===== src/rtl/core/fir_filter_q11_defines.svh =====
// Assertion macros for the fir_filter_q11 block.
// Used by files that carry concurrent checks; define ASSERT_OFF to drop them.
`ifndef FIR_FILTER_Q11_DEFINES_SVH
`define FIR_FILTER_Q11_DEFINES_SVH

`ifndef ASSERT_OFF
`define FIR_ASSERT_IMP(label, clk, rst, ante, cons) \
  label: assert property (@(posedge clk) disable iff (rst) (ante) |-> (cons)) \
    else $error("fir_filter_q11 check failed");
`define FIR_ASSERT_NEXT(label, clk, rst, ante, cons) \
  label: assert property (@(posedge clk) disable iff (rst) (ante) |=> (cons)) \
    else $error("fir_filter_q11 check failed");
`else
`define FIR_ASSERT_IMP(label, clk, rst, ante, cons)
`define FIR_ASSERT_NEXT(label, clk, rst, ante, cons)
`endif

`endif


===== src/rtl/core/fir_q11_pkg.sv =====
// Shared types and constants for the fir_filter_q11 block.
// No dependencies.
package fir_q11_pkg;

  localparam int TapsDefault = 34;
  localparam int IdxW        = 6;
  localparam int DataW       = 16;
  localparam int AccW        = 32;

  localparam logic [IdxW-1:0] TapCountReset = 6'd34;

  localparam logic OpLoad   = 1'b0;
  localparam logic OpFilter = 1'b1;

  // one tap read out of the tap memories, already zeroed where unwritten
  typedef struct packed {
    logic                    vld;
    logic signed [DataW-1:0] coef;
    logic signed [DataW-1:0] samp;
  } tap_rd_t;

endpackage


===== src/rtl/core/fir_q11_in_if.sv =====
// Input item channel: load a coefficient or filter a sample.
// Standalone; payload widths match fir_q11_pkg.
interface fir_q11_in_if;
  logic              valid;
  logic              ready;
  logic              operation;
  logic [5:0]        coeff_index;
  logic signed [15:0] coeff_value;
  logic signed [15:0] sample;

  modport source (output valid, operation, coeff_index, coeff_value, sample, input ready);
  modport sink   (input valid, operation, coeff_index, coeff_value, sample, output ready);
endinterface


===== src/rtl/core/fir_q11_out_if.sv =====
// Result item channel carrying the raw Q11 filter sum.
// Standalone.
interface fir_q11_out_if;
  logic               valid;
  logic               ready;
  logic signed [31:0] filtered_value;

  modport source (output valid, filtered_value, input ready);
  modport sink   (input valid, filtered_value, output ready);
endinterface


===== src/rtl/core/fir_q11_cfg_if.sv =====
// Configuration write channel for the tap_count register.
// Standalone.
interface fir_q11_cfg_if;
  logic       valid;
  logic       ready;
  logic [5:0] tap_count;

  modport source (output valid, tap_count, input ready);
  modport sink   (input valid, tap_count, output ready);
endinterface


===== src/rtl/core/fir_q11_tapmem.sv =====
// Coefficient memory and circular sample memory with registered reads.
// Depends on fir_q11_pkg.
module fir_q11_tapmem #(
  parameter  int TAPS = fir_q11_pkg::TapsDefault,
  localparam int AW   = (TAPS > 1) ? $clog2(TAPS) : 1,
  localparam int KW   = $clog2(TAPS + 1)
) (
  input  logic                                    clk,
  input  logic                                    rst,
  input  logic                                    coef_we,
  input  logic [fir_q11_pkg::IdxW-1:0]            coef_idx,
  input  logic signed [fir_q11_pkg::DataW-1:0]    coef_val,
  input  logic                                    samp_we,
  input  logic signed [fir_q11_pkg::DataW-1:0]    samp_val,
  input  logic                                    rd_en,
  input  logic [KW-1:0]                           rd_k,
  output fir_q11_pkg::tap_rd_t                    rd
);
  import fir_q11_pkg::*;

  localparam logic [AW-1:0] LastAddr = AW'(TAPS - 1);
  localparam logic [KW-1:0] FullCnt  = KW'(TAPS);

  logic signed [DataW-1:0] coef_mem [TAPS];
  logic signed [DataW-1:0] samp_mem [TAPS];
  logic [TAPS-1:0]         coef_vld;
  logic [AW-1:0]           head;
  logic [AW-1:0]           rptr;
  logic [KW-1:0]           fill;
  logic                    rd_vld;
  logic                    coef_ok;
  logic                    samp_ok;
  logic signed [DataW-1:0] coef_q;
  logic signed [DataW-1:0] samp_q;
  logic [AW-1:0]           head_inc;
  logic [AW-1:0]           rptr_dec;
  logic                    coef_hit;

  assign head_inc = (head == LastAddr) ? '0 : head + 1'b1;
  assign rptr_dec = (rptr == '0) ? LastAddr : rptr - 1'b1;
  // indexes at or past the table depth are dropped
  assign coef_hit = coef_we && ({1'b0, coef_idx} < 7'(TAPS));

  always_ff @(posedge clk) begin
    if (rst) begin
      coef_vld <= '0;
      head     <= '0;
      rptr     <= '0;
      fill     <= '0;
      rd_vld   <= 1'b0;
    end else begin
      rd_vld <= rd_en;
      if (coef_hit) begin
        coef_vld[coef_idx[AW-1:0]] <= 1'b1;
      end
      if (samp_we) begin
        head <= head_inc;
        rptr <= head_inc;
        if (fill != FullCnt) begin
          fill <= fill + 1'b1;
        end
      end else if (rd_en) begin
        rptr <= rptr_dec;
      end
    end
  end

  always_ff @(posedge clk) begin
    if (coef_hit) begin
      coef_mem[coef_idx[AW-1:0]] <= coef_val;
    end
    if (samp_we) begin
      samp_mem[head_inc] <= samp_val;
    end
    if (rd_en) begin
      coef_q  <= coef_mem[rd_k[AW-1:0]];
      samp_q  <= samp_mem[rptr];
      coef_ok <= coef_vld[rd_k[AW-1:0]];
      // taps older than the samples seen since reset read as zero
      samp_ok <= rd_k < fill;
    end
  end

  assign rd.vld  = rd_vld;
  assign rd.coef = coef_ok ? coef_q : '0;
  assign rd.samp = samp_ok ? samp_q : '0;

endmodule


===== src/rtl/core/fir_q11_mac.sv =====
// Shared multiply-accumulate: registered 16x16 product, 32-bit wrapping sum.
// Depends on fir_q11_pkg.
module fir_q11_mac (
  input  logic                                 clk,
  input  logic                                 rst,
  input  logic                                 clear,
  input  fir_q11_pkg::tap_rd_t                 rd,
  output logic signed [fir_q11_pkg::AccW-1:0]  acc,
  output logic                                 busy
);
  import fir_q11_pkg::*;

  logic signed [AccW-1:0] prod;
  logic signed [AccW-1:0] prod_next;
  logic                   prod_vld;
  logic signed [AccW-1:0] coef_ext;
  logic signed [AccW-1:0] samp_ext;

  // sign-extend both operands so the low 32 bits of the product are exact
  assign coef_ext  = {{(AccW-DataW){rd.coef[DataW-1]}}, rd.coef};
  assign samp_ext  = {{(AccW-DataW){rd.samp[DataW-1]}}, rd.samp};
  assign prod_next = coef_ext * samp_ext;

  always_ff @(posedge clk) begin
    if (rst) begin
      prod_vld <= 1'b0;
    end else begin
      prod_vld <= rd.vld;
    end
  end

  always_ff @(posedge clk) begin
    if (rd.vld) begin
      prod <= prod_next;
    end
    if (clear) begin
      acc <= '0;
    end else if (prod_vld) begin
      acc <= acc + prod;
    end
  end

  assign busy = prod_vld;

endmodule


===== src/rtl/core/fir_filter_q11.sv =====
// Top level of the direct-form Q11 FIR filter.
// Depends on fir_q11_pkg, the channel interfaces, fir_q11_tapmem and fir_q11_mac.

// A load item writes one coefficient and gives no result. A sample item
// shifts into the delay line and then holds off the input until its result
// has been handed to the result register. One shared 16x16
// multiply-accumulate walks the active taps one per cycle, fed by single-port
// coefficient and sample memories with registered reads, followed by a
// pipeline drain through the read, product and accumulator registers and a
// hand-off to the result register, which also waits while an earlier result
// is still untaken. The result is the raw Q11 sum in a 32-bit accumulator
// that wraps. A finished result waits in its own register, so a new item
// may be accepted before it is taken. tap_count above TAPS acts as TAPS;
// zero gives a result of zero.
`include "fir_filter_q11_defines.svh"

module fir_filter_q11 #(
  parameter  int TAPS = fir_q11_pkg::TapsDefault
) (
  input  logic          clk,
  input  logic          rst,
  fir_q11_in_if.sink    din,
  fir_q11_out_if.source dout,
  fir_q11_cfg_if.sink   cfg
);
  import fir_q11_pkg::*;

  localparam int KW = $clog2(TAPS + 1);

  typedef enum logic [2:0] {
    S_IDLE = 3'b001,
    S_RUN  = 3'b010,
    S_DONE = 3'b100
  } state_t;

  state_t                 state;
  logic [KW-1:0]          k;
  logic [KW-1:0]          active;
  logic [IdxW-1:0]        tap_count;
  logic                   out_vld;
  logic signed [AccW-1:0] out_data;
  logic [6:0]             act_full;
  logic                   in_acc;
  logic                   coef_we;
  logic                   samp_we;
  logic                   rd_en;
  logic                   out_load;
  logic                   mac_busy;
  logic signed [AccW-1:0] acc;
  tap_rd_t                rd;

  assign din.ready = (state == S_IDLE);
  assign cfg.ready = 1'b1;
  assign in_acc    = din.valid && din.ready;
  assign coef_we   = in_acc && (din.operation == OpLoad);
  assign samp_we   = in_acc && (din.operation == OpFilter);
  assign act_full  = ({1'b0, tap_count} > 7'(TAPS)) ? 7'(TAPS) : {1'b0, tap_count};
  assign rd_en     = (state == S_RUN) && (k < active);
  assign out_load  = (state == S_DONE) && (!out_vld || dout.ready);

  always_ff @(posedge clk) begin
    if (rst) begin
      tap_count <= TapCountReset;
    end else if (cfg.valid && cfg.ready) begin
      tap_count <= cfg.tap_count;
    end
  end

  always_ff @(posedge clk) begin
    if (rst) begin
      state   <= S_IDLE;
      k       <= '0;
      active  <= '0;
      out_vld <= 1'b0;
    end else begin
      case (state)
        S_IDLE: begin
          if (samp_we) begin
            state  <= S_RUN;
            k      <= '0;
            active <= KW'(act_full);
          end
        end
        S_RUN: begin
          if (rd_en) begin
            k <= k + 1'b1;
          end else if (!rd.vld && !mac_busy) begin
            state <= S_DONE;
          end
        end
        S_DONE: begin
          if (out_load) begin
            state <= S_IDLE;
          end
        end
        default: begin
          state <= S_IDLE;
        end
      endcase
      if (out_load) begin
        out_vld <= 1'b1;
      end else if (dout.ready) begin
        out_vld <= 1'b0;
      end
    end
  end

  always_ff @(posedge clk) begin
    if (out_load) begin
      out_data <= acc;
    end
  end

  assign dout.valid          = out_vld;
  assign dout.filtered_value = out_data;

  fir_q11_tapmem #(
    .TAPS(TAPS)
  ) u_tapmem (
    .clk      (clk),
    .rst      (rst),
    .coef_we  (coef_we),
    .coef_idx (din.coeff_index),
    .coef_val (din.coeff_value),
    .samp_we  (samp_we),
    .samp_val (din.sample),
    .rd_en    (rd_en),
    .rd_k     (k),
    .rd       (rd)
  );

  fir_q11_mac u_mac (
    .clk   (clk),
    .rst   (rst),
    .clear (samp_we),
    .rd    (rd),
    .acc   (acc),
    .busy  (mac_busy)
  );

  `FIR_ASSERT_NEXT(a_filter_holds_off, clk, rst, samp_we, !din.ready)
  `FIR_ASSERT_IMP(a_tap_walk_bound, clk, rst, state == S_RUN, k <= active)
  `FIR_ASSERT_IMP(a_result_drained, clk, rst, out_load, !rd.vld && !mac_busy)

endmodule

===== src/flat_wrapper.sv =====
// flat-port wrapper written by rule: the top's interface ports become plain ports
module fir_filter_q11_flat import fir_q11_pkg::*;
#(
  parameter  int TAPS = fir_q11_pkg::TapsDefault
)
  (clk, rst, din_valid, din_operation, din_coeff_index, din_coeff_value, din_sample, din_ready, dout_valid, dout_filtered_value, dout_ready, cfg_valid, cfg_tap_count, cfg_ready);
  fir_q11_in_if din_i ();
  fir_q11_out_if dout_i ();
  fir_q11_cfg_if cfg_i ();
  input  logic clk;
  input  logic rst;
  input wire logic [$bits(din_i.valid)-1:0] din_valid;
  input wire logic [$bits(din_i.operation)-1:0] din_operation;
  input wire logic [$bits(din_i.coeff_index)-1:0] din_coeff_index;
  input wire logic [$bits(din_i.coeff_value)-1:0] din_coeff_value;
  input wire logic [$bits(din_i.sample)-1:0] din_sample;
  output wire logic [$bits(din_i.ready)-1:0] din_ready;
  output wire logic [$bits(dout_i.valid)-1:0] dout_valid;
  output wire logic [$bits(dout_i.filtered_value)-1:0] dout_filtered_value;
  input wire logic [$bits(dout_i.ready)-1:0] dout_ready;
  input wire logic [$bits(cfg_i.valid)-1:0] cfg_valid;
  input wire logic [$bits(cfg_i.tap_count)-1:0] cfg_tap_count;
  output wire logic [$bits(cfg_i.ready)-1:0] cfg_ready;
  assign din_i.valid = din_valid;
  assign din_i.operation = din_operation;
  assign din_i.coeff_index = din_coeff_index;
  assign din_i.coeff_value = din_coeff_value;
  assign din_i.sample = din_sample;
  assign din_ready = din_i.ready;
  assign dout_valid = dout_i.valid;
  assign dout_filtered_value = dout_i.filtered_value;
  assign dout_i.ready = dout_ready;
  assign cfg_i.valid = cfg_valid;
  assign cfg_i.tap_count = cfg_tap_count;
  assign cfg_ready = cfg_i.ready;
  fir_filter_q11 #(.TAPS(TAPS)) u_core (.clk(clk), .rst(rst), .din(din_i), .dout(dout_i), .cfg(cfg_i));
endmodule

===== config.mk =====
export PLATFORM = sky130hd
export DESIGN_NAME = fir_filter_q11_flat
export DESIGN_NICKNAME = d
export VERILOG_FILES = /design/src/rtl/core/fir_q11_pkg.sv /design/src/rtl/core/fir_q11_in_if.sv /design/src/rtl/core/fir_q11_out_if.sv /design/src/rtl/core/fir_q11_cfg_if.sv /design/src/rtl/core/fir_q11_tapmem.sv /design/src/rtl/core/fir_q11_mac.sv /design/src/rtl/core/fir_filter_q11.sv /design/src/flat_wrapper.sv
export VERILOG_INCLUDE_DIRS = /design/src /design/src/rtl/core
export SDC_FILE = /design/constraint.sdc
export NUM_CORES = 2
export LEC_CHECK = 0
export BUFFER_PORTS_ARGS = -buffer_cell sky130_fd_sc_hd__buf_4
export CORE_ASPECT_RATIO = 0.8
export CORE_MARGIN = 2
export CORE_UTILIZATION = 30
export CTS_CLUSTER_SIZE = 28
export DETAILED_ROUTE_END_ITERATION = 8
export HOLD_SLACK_MARGIN = 0.1
export PLACE_DENSITY = 0.44
export SLEW_MARGIN = 20
export SYNTH_ARGS = -nofsm -noshare
export SYNTH_HDL_FRONTEND = slang
export SYNTH_HIERARCHICAL = 1
export SYNTH_SLANG_ARGS = --single-unit

===== constraint.sdc =====
create_clock -name clk -period 17.8 [get_ports clk]
set_input_delay 0.89 -clock clk [delete_from_list [all_inputs] [get_ports clk]]
set_output_delay 0.89 -clock clk [all_outputs]
set_load 0.05 [all_outputs]

Yosys cells after proc, flatten, opt, wreduce, memory -nomap -nowiden
Memories as Yosys holds them, arrays and structs flattened. A register that Yosys moved wholly into a read port is not among the register bits.
Cells that the tools add are included.

cells by class
  add/subtract/negate cells = 5
  multiply operators = 1
  div/mod/pow operators = 0
  $lt $le $gt $ge = 7
  eq/ne operators = 10
  shift-type cells = 0
  mux-type cells = 25
  bitwise operators = 2
  reduce and logical (&&, ||, !) cells = 20

operators by type and width
  cell                                                  number
  two-way mux 6 bit                                     7
  OR 34 bit                                             1
  adder 32 bit                                          1
  multiplier 16 x 16 -> 32 bit                          1
  two-way mux 16 bit                                    2
  adder 6 x 1 -> 6 bit (second input constant)          3
  < comparator 6 x 7 -> 1 bit (second input constant)   2
  < comparator 6 bit                                    2
  two-way mux 3 bit                                     4
  case mux 6 bit (2 select lines)                       1
  case mux 3 bit (3 select lines)                       1
  logical AND 1 bit                                     8
  two-way mux 1 bit                                     8
  != test 2 bit (second input constant)                 4
  binary-select mux 1 bit (select 6 bit)                1
  demux 1 bit (select 6 bit)                            1
  equality test 6 bit (second input constant)           1
  >= comparator 6 x 1 -> 1 bit (second input constant)  1
  > comparator 6 bit (second input constant)            1
  logical NOT 6 bit                                     1
  < comparator 6 bit (second input constant)            1
  != test 6 bit (second input constant)                 1
  nonzero test 2 bit                                    3
  subtractor 6 x 1 -> 6 bit (second input constant)     1
  10 further kinds                                      13

storage, ports and cells
  bits in registers = 174
  bits in latches = 0
  bits in writable memories = 1088
  memory bits (read-only) = 0
  input port bits = 50
  output and inout port bits = 35
  logic and storage cells = 88
  memories = 2

memories
  memory                    depth  bits a word  read ports  clocked after Yosys merged registers in  write ports  line                  RTL
  u_core.u_tapmem.coef_mem  34     16           1           1                                        1            fir_q11_tapmem.sv:24  logic signed [DataW-1:0] coef_mem [TAPS];
  u_core.u_tapmem.samp_mem  34     16           1           1                                        1            fir_q11_tapmem.sv:25  logic signed [DataW-1:0] samp_mem [TAPS];

Logic depth before layout (Yosys ltp)
  depth in word-level cells = 6
  depth in mapped cells = 27
  gate-level depth less buffers = 25

By module
Netlist, hierarchy kept.

by module, submodules not included
  module          instances  cells an instance  area each (um2)
  fir_q11_tapmem  1          2395               45737.6
  fir_q11_mac     1          1480               13485.4
  fir_filter_q11  1          162                2102.0

Worst setup path after synthesis
Ideal clock, no wire load.

  path type = flip-flop to flip-flop
  from = reg u_core.u_tapmem.coef_ok
  to = reg u_core.u_mac.prod[26] (data pin)
  arrival time = 6.282 ns
  required time = 17.542 ns
  setup slack = 11.260 ns
  stages on the path, launching flop included = 25
  buffers on the path = 2
  clock period less this slack = 6.540 ns
  cell sequence = edfxtp_1 > clkbuf_1 > and2_1 > clkbuf_1 > nand2_1 > fa_1 > fa_1 > fa_1 > fa_1 > inv_1 > fa_1 > inv_1 > fa_1 > inv_1 > ha_1 > a21o_1 > o21bai_1 > a2111oi_2 > nor3_1 > nor3_2 > o21bai_2 > a31oi_1 > o21bai_1 > a21oi_1 > xnor2_1

RTL lines
  what                    line                  RTL
  from (decl)             fir_q11_tapmem.sv:31  logic coef_ok;
  from (signal assigned)  fir_q11_tapmem.sv:78  coef_ok <= coef_vld[rd_k[AW-1:0]];
  to (signal assigned)    fir_q11_mac.sv:34     prod <= prod_next;
  to (decl)               fir_q11_mac.sv:13     logic signed [AccW-1:0] prod;

==> run summary <==
### Synth
* **synthesized area per cell** 15.19 sq um
* **cell area after technology mapping** 0.06133 sq mm
* **top cell type by total area after synthesis** edfxtp_1
* **cell with the most instances after synthesis** edfxtp_1
* **net count of the mapped netlist** 4,480
* **synthesized flop and latch total** 1,294
* **EDFF count, synth** 1,186
* **number of distinct standard cells referenced by the synthesized netlist** 88
* **Mapped Cells** 4,037
* **proportion of synthesized chip area in sequential cells** 0.6160
* **fraction of post-synthesis cell area in the top cell type by area** 0.5807
* **ranking of synthesized cells by area** edfxtp_1 58%, fa_1 8.6%, mux4_2 6.3%
* **most frequent cells after synthesis** 1,186 x edfxtp_1, 366 x inv_1, 263 x fa_1, 263 x nor2_1, 219 x nand2_1
* **Async SR Flop Fraction** 0
* **Syn. warnings** 6
* **flip-flop cell with the highest count after synthesis** edfxtp_1

### Placed design
* **HPWL after detailed placement** 103,500 um
* **Placed Cells incl. Taps** 6,748
* **Final Wtd Congestion** 0.8079
* **area of placed instances** 0.06550 sq mm
* **number of input and output port buffers inserted** 83
* **Setup WS pre-CTS** 10,520 ps

### Critical path
* **startpoint types** flip-flop
* **maximum fanout encountered on the critical timing path** 16
* **worst reg-to-reg path cell count** 22
* **required time of the critical path** 18,300 ps
* **worst setup path class** flip-flop to flip-flop
* **element type at the critical path end** flip-flop
* **crit path DAT** 7800 ps

### Floorplanning
* **die height** 408.4 um
* **Core Rows** 148
* **I/O pin total** 85
* **core box area** 0.2033 sq mm
* **effective utilization at floorplan** 0.3016
* **width of the die** 509.5 um
* **area of the die** 0.2081 sq mm

### Timing
* **final hold violation count** 0
* **Post-Route Setup TNS** 0 ps
* **slew at the pin closest to its max-slew limit** 1094 ps
* **final critical-path setup slack** 10,500 ps
* **worst rel slew slack** 0.2643
* **final worst path period share** 0.4102
* **final critical-path required period** 7301 ps
* **highest attainable clock frequency** 137.0 MHz
* **number of max-slew violations in the final report** 0
* **setup repair after global routing missed its margin** no
* **final hold slack** 302.3 ps
* **skew final** 79.10 ps
* **final-report setup violation count** 0

### Layout
* **final-layout fill cell count** 19.62k
* **number of nets at the end of the flow** 4,636
* **proportion of layout cells with a drive suffix above 1** 0.1875
* **final design area excluding fillers** 0.07028 sq mm
* **area added between synthesis and finish** 14.60%
* **non-filler cells, final** 7,015
* **post-layout util** 0.3456

### Power and ir drop
* **Leakage Power** 23.99 nW
* **Worst VDD drop** 0.09706 mV
* **ratio of total power to cell area** 92.66 mW/mm^2
* **post-layout total power** 6.512 mW

### CTS
* **buffer depth of the longest clock path** 3
* **clock-pin slew of the registers on the worst-case setup and hold paths** 60 ps
* **TritonCTS Sinks** 1,294
* **number of hold buffers added after CTS** 0
* **TritonCTS clock tree** yes
* **number of buffers inserted during clock tree synthesis** 142
* **post-CTS setup-driven buffer insertion count** 0
* **post-cts resize count** 0
* **insertion delay to the later sink of the worst-skew pair** 830 ps
* **Root Buffer Master** clkbuf_16
* **CTS H-tree depth** 4

### Global routing
* **Tot GR Track Use** 0.1569
* **wire length of the first global-routing pass** 239,800 um
* **overflow left after global routing** 0
* **initial antenna violation count** 7
* **via count of the first global-routing pass** 34.08k
* **maximum number of pins on one net before global-route repair** 120

### Routing
* **Avg Vias per Cell** 4.784
* **wire length after detailed routing** 163,400 um
* **total number of vias** 33.56k
* **routed length per instance** 23.29 um
* **number of nets still failing antenna checks after routing** 0
* **First-pass DRT Iterations** 9
* **DRC** 0
* **initial DRC count** 2,713

### Run
* **max-capacitance violation count** 0

### Run status
* **outcome** completed

### Hold path
* **path class of the lowest-slack min-delay path** input port to flip-flop
* **count of cells along the worst hold path** 3

[layout by cell type, fill, tap and decap left out, drive strengths merged, types with 7 or more instances in the layout]
master  instances
nor2          263
dfxtp         108
a22o           30
o31ai           8
xnor2          52
nand3          31
o21ba           8
o221ai         17
edfxtp       1186
xor2           17
inv           370
o22a           15
clkinv         52
o21a            9
mux2i         103
o21ai          60
a31oi           9
mux2          149
nand2b         27
ha            130
nor4           19
buf           189
fa            263
and2          159
nor3           51
a211oi         44
o22ai          67
or3            13
nand4          13
a21o           17
bufinv          8
a32o           10
nand2         219
clkbuf        192
nand3b          7
nor2b          43
a21oi          92
o21bai         11
mux4          172
and3            7
[power by group]
group          total [mW]  switching (mW)  internal (mW)
Clock                2.96            1.30           1.66
Sequential           3.33          0.0106           3.32
Combinational       0.220           0.149         0.0710
Total                6.51            1.46           5.05
[registers in the layout, indices dropped and copies added (netlist names), 16 cells and up]
name                        cells
u_core/u_mac/prod              32
u_core/u_tapmem/samp_mem      544
u_core/u_tapmem/coef_mem      544
u_core/u_mac/acc               32
u_core/u_tapmem/coef_vld       34
u_core/u_tapmem/coef_q         16
u_core/u_tapmem/samp_q         16
u_core/dout.filtered_value     32
[area by class of cell]
| type | count | area, sq um | area share |
|---|---|---|---|
| timing repair buffer | 189 | 1444 | 0.02055 |
| sequential | 1294 | 37800 | 0.5378 |
| inverter | 368 | 1381 | 0.01966 |
| clock inverter | 68 | 894.6 | 0.01273 |
| multi-input combinational | 2198 | 21540 | 0.3065 |
| antenna | 6 | 15.01 | 0.0002136 |
| clock buffer | 192 | 3831 | 0.05451 |
| tap | 2700 | 3378 | 0.04807 |
[critical path: stages (launching register included)]
cell and delay (ps):
edfxtp_1 540, and2_1 660, nand2_1 200, inv_1 170, fa_1 530, fa_1 960
fa_1 530, fa_1 480, fa_1 540, inv_1 50, fa_1 530, inv_1 40
ha_1 360, a21o_1 180, a21oi_1 130, nor2_1 50, nor2_1 120, o21bai_1 80
a21oi_1 150, nand3_1 160, a21o_1 210, a21o_1 180, xor2_1 130
[cell families after synthesis]
family,after synthesis,share of synthesized area
compound gates,434,0.04933
xor+xnor,69,0.009855
fa+ha+maj,393,0.1124
buf+inv,545,0.03568
flops,1294,0.6160
mux,424,0.1073
other cells,1,0.00006115
simple gates,877,0.06935
[final timing paths]
kind,from,slack [ps],to
setup / recovery,u_core/u_tapmem/samp_ok$_DFFE_PP_,10500,u_core/u_mac/prod[29]$_DFFE_PP_
hold reg to reg,u_core/active[4]$_SDFFE_PP0P_,450,u_core/active[4]$_SDFFE_PP0P_
setup reg to reg,u_core/u_tapmem/samp_ok$_DFFE_PP_,10500,u_core/u_mac/prod[29]$_DFFE_PP_
hold / removal,cfg_tap_count[5],300,u_core/tap_count[5]$_SDFFE_PP1P_
[layer usage]
layer | vias up | track usage | routed length (um)
met5 | - | 0 | 0
met4 | 0 | 0.03822 | 3262
met3 | 195 | 0.03392 | 9835
met2 | 789 | 0.2209 | 68710
met1 | 17459 | 0.2425 | 81600
li1 | 15119 | - | -
(Power assumes the default switching activity.)
